==> src/prr_pkg.sv <==
// Package for the probability row reinforce block: types and constants.
package prr_pkg;

    localparam int unsigned PROB_W  = 17;
    localparam int unsigned FLOOR_W = 13;
    localparam int unsigned LEN_W   = 5;
    localparam int unsigned FUNC_W  = 2;
    localparam int unsigned ROW_W   = 6;
    localparam int unsigned ENT_W   = 4;
    localparam int unsigned SUM_W   = 24;
    localparam int unsigned PROD_W  = 34;
    localparam logic [PROB_W-1:0] ONE_Q16 = 17'd65536;

    localparam logic [FUNC_W-1:0] FUNC_WRITE     = 2'd0;
    localparam logic [FUNC_W-1:0] FUNC_REINFORCE = 2'd1;
    localparam logic [FUNC_W-1:0] FUNC_READ      = 2'd2;
    localparam logic [FUNC_W-1:0] FUNC_UNUSED    = 2'd3;

    localparam logic CFG_FLOOR      = 1'b0;
    localparam logic CFG_ROW_LENGTH = 1'b1;

    typedef enum logic [3:0] {
        ST_IDLE, ST_RD_TGT, ST_CHECK, ST_SUM_RD, ST_SUM_ACC, ST_DON_RD,
        ST_DON_DIV, ST_DON_WR, ST_CLAMP_WR, ST_TGT_WR, ST_OUT
    } t_state;

    // Controller to datapath.
    typedef struct packed {
        logic load;       // capture input item, clear walk state
        logic rd_target;  // issue memory read of target entry
        logic rd_walk;    // issue memory read of walk entry
        logic take_tgt;   // register target value
        logic sum_acc;    // add walk entry to donor sum
        logic div_start;  // start share divide
        logic wr_walk;    // write donor result
        logic wr_clamp;   // write floor (or remainder at target)
        logic wr_target;  // write target + inc
        logic wr_plain;   // func 0 write
        logic step;       // advance walk index
        logic rst_walk;   // restart walk index
        logic set_read;   // result = target value
        logic set_clamp;  // result = remainder, flag 1
        logic set_reinf;  // result = target + inc
    } t_cmd;

    // Datapath to controller.
    typedef struct packed {
        logic valid_cmd;  // row/entry in range for func
        logic over;       // target + inc exceeds top
        logic walk_last;  // walk index at n-1
        logic donor;      // walk entry is a donor
        logic sum_zero;
        logic div_done;
    } t_stat;

endpackage

==> src/prr_ctrl.sv <==
// Controller state machine for the probability row reinforce block.
module prr_ctrl (
    input  logic                       i_clk,
    input  logic                       i_rst_n,
    input  logic                       i_in_valid,
    input  logic [prr_pkg::FUNC_W-1:0] i_func,
    output logic                       o_in_ready,
    output logic                       o_out_valid,
    input  logic                       i_out_ready,
    output prr_pkg::t_cmd              o_cmd,
    input  prr_pkg::t_stat             i_stat
);
    prr_pkg::t_state r_state, n_state;
    logic [prr_pkg::FUNC_W-1:0] r_func;
    logic r_in_don;

    always_ff @(posedge i_clk) begin
        if (!i_rst_n) r_state <= prr_pkg::ST_IDLE;
        else          r_state <= n_state;
        if (o_cmd.load) r_func <= i_func;
    end

    always_comb begin
        n_state     = r_state;
        o_cmd       = '0;
        o_in_ready  = 1'b0;
        o_out_valid = 1'b0;
        unique case (r_state)
            prr_pkg::ST_IDLE: begin
                o_in_ready = 1'b1;
                if (i_in_valid) begin
                    o_cmd.load = 1'b1;
                    n_state = prr_pkg::ST_RD_TGT;
                end
            end
            prr_pkg::ST_RD_TGT: begin
                if (!i_stat.valid_cmd) begin
                    n_state = prr_pkg::ST_OUT;
                end else if (r_func == prr_pkg::FUNC_WRITE) begin
                    o_cmd.wr_plain = 1'b1;
                    n_state = prr_pkg::ST_OUT;
                end else begin
                    o_cmd.rd_target = 1'b1;
                    n_state = prr_pkg::ST_CHECK;
                end
            end
            prr_pkg::ST_CHECK: begin
                o_cmd.take_tgt = 1'b1;
                if (r_func == prr_pkg::FUNC_READ) begin
                    o_cmd.set_read = 1'b1;
                    n_state = prr_pkg::ST_OUT;
                end else begin
                    n_state = prr_pkg::ST_SUM_RD;
                end
            end
            prr_pkg::ST_SUM_RD: begin
                // target value now registered
                if (i_stat.over) begin
                    n_state = prr_pkg::ST_CLAMP_WR;
                end else begin
                    o_cmd.rd_walk = 1'b1;
                    n_state = prr_pkg::ST_SUM_ACC;
                end
            end
            prr_pkg::ST_SUM_ACC: begin
                if (i_stat.donor) o_cmd.sum_acc = 1'b1;
                if (i_stat.walk_last) begin
                    o_cmd.rst_walk = 1'b1;
                    n_state = prr_pkg::ST_DON_RD;
                end else begin
                    o_cmd.step = 1'b1;
                    n_state = prr_pkg::ST_SUM_RD;
                end
            end
            prr_pkg::ST_DON_RD: begin
                if (i_stat.sum_zero) begin
                    n_state = prr_pkg::ST_TGT_WR;
                end else begin
                    o_cmd.rd_walk = 1'b1;
                    n_state = prr_pkg::ST_DON_DIV;
                end
            end
            prr_pkg::ST_DON_DIV: begin
                // the product register loads here, then the divide starts
                if (!i_stat.donor) begin
                    if (i_stat.walk_last) begin
                        n_state = prr_pkg::ST_TGT_WR;
                    end else begin
                        o_cmd.step = 1'b1;
                        n_state = prr_pkg::ST_DON_RD;
                    end
                end else begin
                    n_state = prr_pkg::ST_DON_WR;
                end
            end
            prr_pkg::ST_DON_WR: begin
                if (r_in_don) o_cmd.div_start = 1'b1;
                if (i_stat.div_done) begin
                    o_cmd.wr_walk = 1'b1;
                    if (i_stat.walk_last) begin
                        n_state = prr_pkg::ST_TGT_WR;
                    end else begin
                        o_cmd.step = 1'b1;
                        n_state = prr_pkg::ST_DON_RD;
                    end
                end
            end
            prr_pkg::ST_CLAMP_WR: begin
                o_cmd.wr_clamp = 1'b1;
                if (i_stat.walk_last) begin
                    o_cmd.set_clamp = 1'b1;
                    n_state = prr_pkg::ST_OUT;
                end else begin
                    o_cmd.step = 1'b1;
                end
            end
            prr_pkg::ST_TGT_WR: begin
                o_cmd.wr_target = 1'b1;
                o_cmd.set_reinf = 1'b1;
                n_state = prr_pkg::ST_OUT;
            end
            prr_pkg::ST_OUT: begin
                o_out_valid = 1'b1;
                if (i_out_ready) n_state = prr_pkg::ST_IDLE;
            end
            default: n_state = prr_pkg::ST_IDLE;
        endcase
    end

    // Divide start is issued in the first cycle of ST_DON_WR.
    always_ff @(posedge i_clk) begin
        if (!i_rst_n) r_in_don <= 1'b0;
        else          r_in_don <= (r_state == prr_pkg::ST_DON_DIV) && i_stat.donor;
    end

`ifndef SYNTH
    a_out_only_in_out: assert property (@(posedge i_clk) disable iff (!i_rst_n)
        o_out_valid |-> r_state == prr_pkg::ST_OUT)
        else $error("result offered outside output state");
    a_no_accept_busy: assert property (@(posedge i_clk) disable iff (!i_rst_n)
        o_in_ready |-> !o_out_valid)
        else $error("item accepted while result pending");
    a_wr_one: assert property (@(posedge i_clk) disable iff (!i_rst_n)
        $countones({o_cmd.wr_plain, o_cmd.wr_walk, o_cmd.wr_clamp, o_cmd.wr_target}) <= 1)
        else $error("two memory writes in one cycle");
`endif
endmodule
==> config.mk <==
export PLATFORM = sky130hd
export DESIGN_NAME = prr_ctrl
export DESIGN_NICKNAME = d
export VERILOG_FILES = /design/src/prr_pkg.sv /design/src/prr_ctrl.sv
export SDC_FILE = /design/constraint.sdc
export NUM_CORES = 1
export LEC_CHECK = 0
export BUFFER_PORTS_ARGS = -buffer_cell sky130_fd_sc_hd__buf_2
export CAP_MARGIN = 20
export CORE_AREA = 2 2 41 43
export CTS_CLUSTER_SIZE = 30
export DETAILED_ROUTE_END_ITERATION = 7
export DIE_AREA = 0 0 43 45
export GPL_TIMING_DRIVEN = 1
export PLACE_DENSITY = 0.78
export SYNTH_ARGS = -nofsm -noshare
export SYNTH_HDL_FRONTEND = slang
export SYNTH_SLANG_ARGS = --single-unit
export TNS_END_PERCENT = 10
==> constraint.sdc <==
create_clock -name i_clk -period 2.95 [get_ports i_clk]
set_clock_uncertainty 0.1 [all_clocks]
set_input_delay 0.885 -clock i_clk [delete_from_list [all_inputs] [get_ports i_clk]]
set_output_delay 0.885 -clock i_clk [all_outputs]
set_load 0.02 [all_outputs]
==> results_dict.tcl, run 1 <==
set metrics [dict create \
    die_area_um2 1935 \
    fin_tns_setup_ps 0 \
    avgSynthCellArea_um2 7.802 \
    vdd_drop_max_uv 422.9 \
    synth_top_cells_by_count "nor2_1, a21oi_1, nor3b_1" \
    hpwl_um 1446 \
    ys.flop_type "dfxtp_1" \
    antenna_found_initial 0 \
    drive_gt1_share_pct 33.91 \
    hp-class "flip-flop to flip-flop" \
    clock_sinks 7 \
    cts_max_level 1 \
    path_clk_slew_ps 50 \
    p_sw_share_pct 49.36 \
    clkPwrFrac_pct 11.9 \
    syn-cell-area_um2 694.4 \
    slew_viol_final 0 \
    clk_latency_ps 250 \
    place_inst 127 \
    die_height_um 45 \
    synth_edf_count 2 \
    syn_nets 101 \
    reg2reg_depth 4 \
    cp_max_fo 19 \
    initial_core_util_pct 47.19 \
    critical_path.startpoint_type "flip-flop" \
    cts_hold_buf 0 \
    area_delta_synth_final_pct 22.16 \
    row_count 14 \
    yosysMostFrequentCell "nor2_1" \
    reg2reg_slack_ps 980 \
    cp-end-kind "output port" \
    required_ps 1970 \
    worst_pin_slew_ps 611.2 \
    ioPinCount 29 \
    postSynthRegisterBits 7 \
    max_clock_freq_mhz 367.1 \
    cts-root-buf "clkbuf_4" \
    maxCapViolCount 0 \
    synthCells 89 \
    synth_top_area_share_pct 14.41 \
    avgViaCountPerCell 5.817 \
    chipWidth_um 43 \
    synth_area_leaders "dfxtp_1, edfxtp_1, nor3b_1" \
    vias 762 \
    cts_tree "yes" \
    port_buffers 28 \
    p_int_uw 356.6 \
    synth_warnings 0 \
    fin_crit_ps 2724 \
    finalHoldViolCount 0 \
    worstReg2RegEnd "r_state[1]" \
    cts_resized 0 \
    cts.path.max_buffers 2 \
    ant_nets 0 \
    yosys.area.top_type "dfxtp_1" \
    r2r-start "r_state[2]" \
    fin_crit_sh_pct 92.34 \
    fin_total_pwr_uw 704.1 \
    hold_depth 2 \
    grt_pass1_vias 674 \
    path_class "flip-flop to output port" \
    antennaDiodeCount 0 \
    ys_async_sr_fraction_pct 0 \
    rsz0062_at_grt "false" \
    p_per_area_nw_per_um2 830.0 \
    route.detailed.drc 0 \
    share_comb_of_total_power_pct 63.5 \
    ys_types 37 \
    p_leak_uw 0.0004087 \
    grt_max_degree 20 \
    post_cts_buffers 0 \
    layoutNonFillerInstCount 131 \
    drtIter0Drc 9 \
    hold_end "r_in_don" \
    outcome "completed" \
    switchingPower_uw 347.5 \
    core_um2 1471 \
    avgRoutedWirePerCell_um 13.82 \
    overflow 0 \
    seqPwrFrac_pct 24.6 \
    nFillCells 150 \
    grtUsageTotal_pct 19.87 \
    ys_seq_area_share_pct 23.06 \
    relSlewSlack_pct 59.20 \
    cts-buffers-inserted 3 \
    finalSetupViolations 0 \
    place.gp.congestion 0.8775 \
    grt_pass1_wl_um 2932 \
    wl_um 1811 \
    worstHoldStart "r_state[1]" \
    layout.nets 128 \
    cp_data_arrival_time_ps 1740 \
    first_pass_iters 4 \
]
-- area by class of cell --
type / count / area [µm²] / area share, %
Tap cell: 16 / 20.02 / 2.360
Clock buffer: 3 / 22.52 / 2.655
Sequential cell: 7 / 160.2 / 18.88
Multi-Input combinational cell: 69 / 462.9 / 54.57
Timing Repair Buffer: 31 / 162.7 / 19.17
Clock inverter: 1 / 5.005 / 0.5900
Inverter: 4 / 15.01 / 1.770
-- registers in the layout, indices dropped and copies added (netlist names) --
| name | count |
|---|---|
| r_state | 4 |
| r_in_don | 1 |
| r_func | 2 |
-- cell usage in the layout (no fill, tap or decap), types with 3 or more instances in the layout --
cell type | synthesis | final
and3_1 | 4 | 4
nor2_1 | 11 | 11
dfxtp_1 | 5 | 5
a21oi_1 | 6 | 6
nor3_1 | 5 | 5
buf_2 | 3 | 28
clkbuf_4 | 0 | 3
o21ai_0 | 4 | 4
nor3b_1 | 6 | 6
buf_4 | 1 | 3
inv_1 | 4 | 4
o31ai_1 | 3 | 3
-- cells by family (layout without fill, tap and decap cells) --
kind of cell / after synthesis / after routing / share of synthesized area (%)
compound gates: 24 / 24 / 24.87
buf+inv: 13 / 39 / 10.27
simple gates: 44 / 44 / 40.36
mux: 1 / 1 / 1.441
flops: 7 / 7 / 23.06
-- how the worst max path moves through the flow --
stage | startpoint | to | cells after the start
2_1_floorplan | r_state[3] | o_cmd[6] | 5
3_3_place_gp | i_stat[2] | o_cmd[4] | 6
3_5_place_dp | i_stat[2] | o_cmd[4] | 6
4_1_cts | r_state[2] | o_cmd[2] | 3
5_1_grt | r_state[2] | o_cmd[4] | 4
6_report | r_state[2] | o_cmd[4] | 4
-- stage by stage --
step	worst slack (ps)	area (µm²)	hold WS, ps	utilization, %
2_1_floorplan	260.8	694.4	461.2	-
3_3_place_gp	403.9	820.8	593.5	55.78
3_5_place_dp	393.4	820.8	625.3	55.78
4_1_cts	252.3	848.3	633.8	57.65
5_1_grt	111.8	848.3	691.7	57.65
6_report	226.0	848.3	637.2	57.65
-- worst max-delay path, stage by stage (launching register included) --
cell and delay, ps:
dfxtp_1 710, and4b_4 350, and2_1 160, o21a_1 120, buf_2 150
-- power by group through the flow --
stage / registers, µW / clock network (µW) / logic, µW
after floorplan: 152 / 0 / 361
after global placement: 173 / 0 / 436
after detailed placement: 174 / 0 / 444
after CTS: 172 / 87.5 / 446
after global routing: 178 / 93.9 / 484
final: 173 / 83.7 / 447
-- metal layers --
metal / vias up / share of wire, % / global-route usage, %
met3: 0 / 6.4 / 6.800
met1: 354 / 43 / 23.77
met2: 28 / 51 / 36.06
met4: 0 / 0 / 1.818
li1: 380 / - / -
met5: - / 0 / 0
Power figures use the tool's default switching activity.
==> run 2: changes to the inputs <==
--- a/config.mk
+++ b/config.mk
@@ -7,12 +7,11 @@
 export LEC_CHECK = 0
 export BUFFER_PORTS_ARGS = -buffer_cell sky130_fd_sc_hd__buf_2
 export CAP_MARGIN = 20
-export CORE_AREA = 2 2 41 43
+export CORE_AREA = 2 2 48 50
 export CTS_CLUSTER_SIZE = 30
 export DETAILED_ROUTE_END_ITERATION = 7
-export DIE_AREA = 0 0 43 45
+export DIE_AREA = 0 0 50 52
 export GPL_TIMING_DRIVEN = 1
-export PLACE_DENSITY = 0.78
 export SYNTH_ARGS = -nofsm -noshare
 export SYNTH_HDL_FRONTEND = slang
 export SYNTH_SLANG_ARGS = --single-unit
==> run 2 against run 1 <==
Net effect: clock power shrank 1%; sequential cell count is the same; combinational power shrank 6.0%; setup slack gained 91 ps; cell area grew 1.6%; critical path depth is the same; global-route usage shrank 5.1 points; sequential share of layout area shrank 0.30 points; fmax grew 3.5%; critical path type unchanged; via count shrank 1.0%; worst hold slack lost 33 ps.
==> results_dict.tcl, run 2 (same netlist as run 1, synthesis figures left out) <==
set metrics [dict create \
    fin_crit_sh_pct 89.26 \
    fin_total_pwr_uw 695.5 \
    route.detailed.drc 0 \
    grt_max_degree 17 \
    p_int_uw 351.1 \
    avgViaCountPerCell 5.273 \
    clk_latency_ps 240 \
    cts_max_level 1 \
    cp-end-kind "output port" \
    cts_hold_buf 0 \
    row_count 17 \
    post-route-worst-setup-slack_ps 316.9 \
    post_cts_buffers 0 \
    overflow 0 \
    hpwl_um 1498 \
    ioPinCount 29 \
    seqPwrFrac_pct 27.8 \
    drive_gt1_share_pct 33.04 \
    port_buffers 28 \
    core_um2 2106 \
    die_area_um2 2600 \
    layout.nets 128 \
    finalSetupViolations 0 \
    hp-class "flip-flop to flip-flop" \
    cts_tree "yes" \
    dp_slack_ps 398.2 \
    antennaDiodeCount 0 \
    share_comb_of_total_power_pct 60.4 \
    antenna_found_initial 0 \
    grtUsageTotal_pct 14.76 \
    largest_registers "r_state x4, r_func x2, r_in_don x1" \
    rsz0062_at_grt "false" \
    max_clock_freq_mhz 379.8 \
    placed_area_um2 835.8 \
    cts-root-buf "clkbuf_4" \
    layout_common_cells "buf_2, nor2_1, nor3b_1, a21oi_1" \
    critical_path.startpoint_type "flip-flop" \
    chipWidth_um 50 \
    top_register "r_state" \
    grt_pass1_vias 682 \
    nFillCells 223 \
    layout_commonest_cell "buf_2" \
    first_pass_iters 4 \
    finalHoldViolCount 0 \
    p_per_area_nw_per_um2 806.8 \
    fin_crit_ps 2633 \
    vias 754 \
    worst_pin_slew_ps 493.5 \
    cts-buffers-inserted 3 \
    path_class "flip-flop to output port" \
    initial_core_util_pct 32.98 \
    place.gp.congestion 0.8349 \
    area_delta_synth_final_pct 24.14 \
    cp_data_arrival_time_ps 1650 \
    required_ps 1970 \
    relSlewSlack_pct 67.05 \
    avgRoutedWirePerCell_um 13.05 \
    vdd_drop_max_uv 341.9 \
    wl_um 1866 \
    slew_viol_final 0 \
    fin_tns_setup_ps 0 \
    switchingPower_uw 344.4 \
    maxCapViolCount 0 \
    grt_pass1_wl_um 3015 \
    clkPwrFrac_pct 11.9 \
    cts.path.max_buffers 2 \
    path_clk_slew_ps 50 \
    p_sw_share_pct 49.52 \
    cts_resized 0 \
    p_leak_uw 0.0004063 \
    drtIter0Drc 12 \
    outcome "completed" \
    ant_nets 0 \
    clock_sinks 7 \
    cp_max_fo 16 \
    die_height_um 52 \
    fin_hold_ws_ps 604.1 \
    finalInstanceArea_um2 862.1 \
    largest_reg_flops 4 \
]
[run 2: area by class of cell]
cell class / instances / area, µm² / share of cell area (%)
inverters: 4 / 15.01 / 1.742
multi-input cells: 69 / 462.9 / 53.70
well taps: 28 / 35.03 / 4.064
flip-flops and latches: 7 / 160.2 / 18.58
repair buffers: 31 / 162.7 / 18.87
clock buffers: 4 / 26.28 / 3.048
[run 2: path summary, 6_finish.rpt]
kind / from / endpoint / slack, ps / cells past startpoint
setup / recovery: r_state[0] / o_cmd[4] / 320 / 4
hold / removal: r_state[1] / r_in_don / 600 / 2
setup reg to reg: r_state[0] / r_state[1] / 1090 / 4
hold reg to reg: r_state[1] / r_in_don / 600 / 2
[run 2: stage by stage]
| stage | util [%] | cells |
|---|---|---|
| 4_1_cts | 40.94 | 143 |
| 3_3_place_gp | 39.69 | 139 |
| 3_5_place_dp | 39.69 | 139 |
| 5_1_grt | 40.94 | 143 |
| 6_report | 40.94 | 143 |
| 2_1_floorplan | - | 89 |
[run 2: metal layers]
layer | track usage (%) | share of wire [%]
met5 | 0 | 0
met3 | 4.885 | 4.4
met2 | 23.68 | 45
met1 | 18.21 | 48
met4 | 5.556 | 2.3
[run 2: worst max-delay path: stages (launching register included)]
cell     delay [ps]
dfxtp_1         620
and4b_4         320
and2_1          180
o21a_1          130
buf_2           150
[run 2: power groups by stage]
stage / Sequential (µW) / Combinational (µW) / Clock [µW]
after global routing: 200 / 460 / 92.7
after detailed placement: 194 / 419 / 0
after global placement: 192 / 413 / 0
after CTS: 192 / 421 / 85.9
final: 193 / 420 / 82.5
after floorplan: 152 / 361 / 0
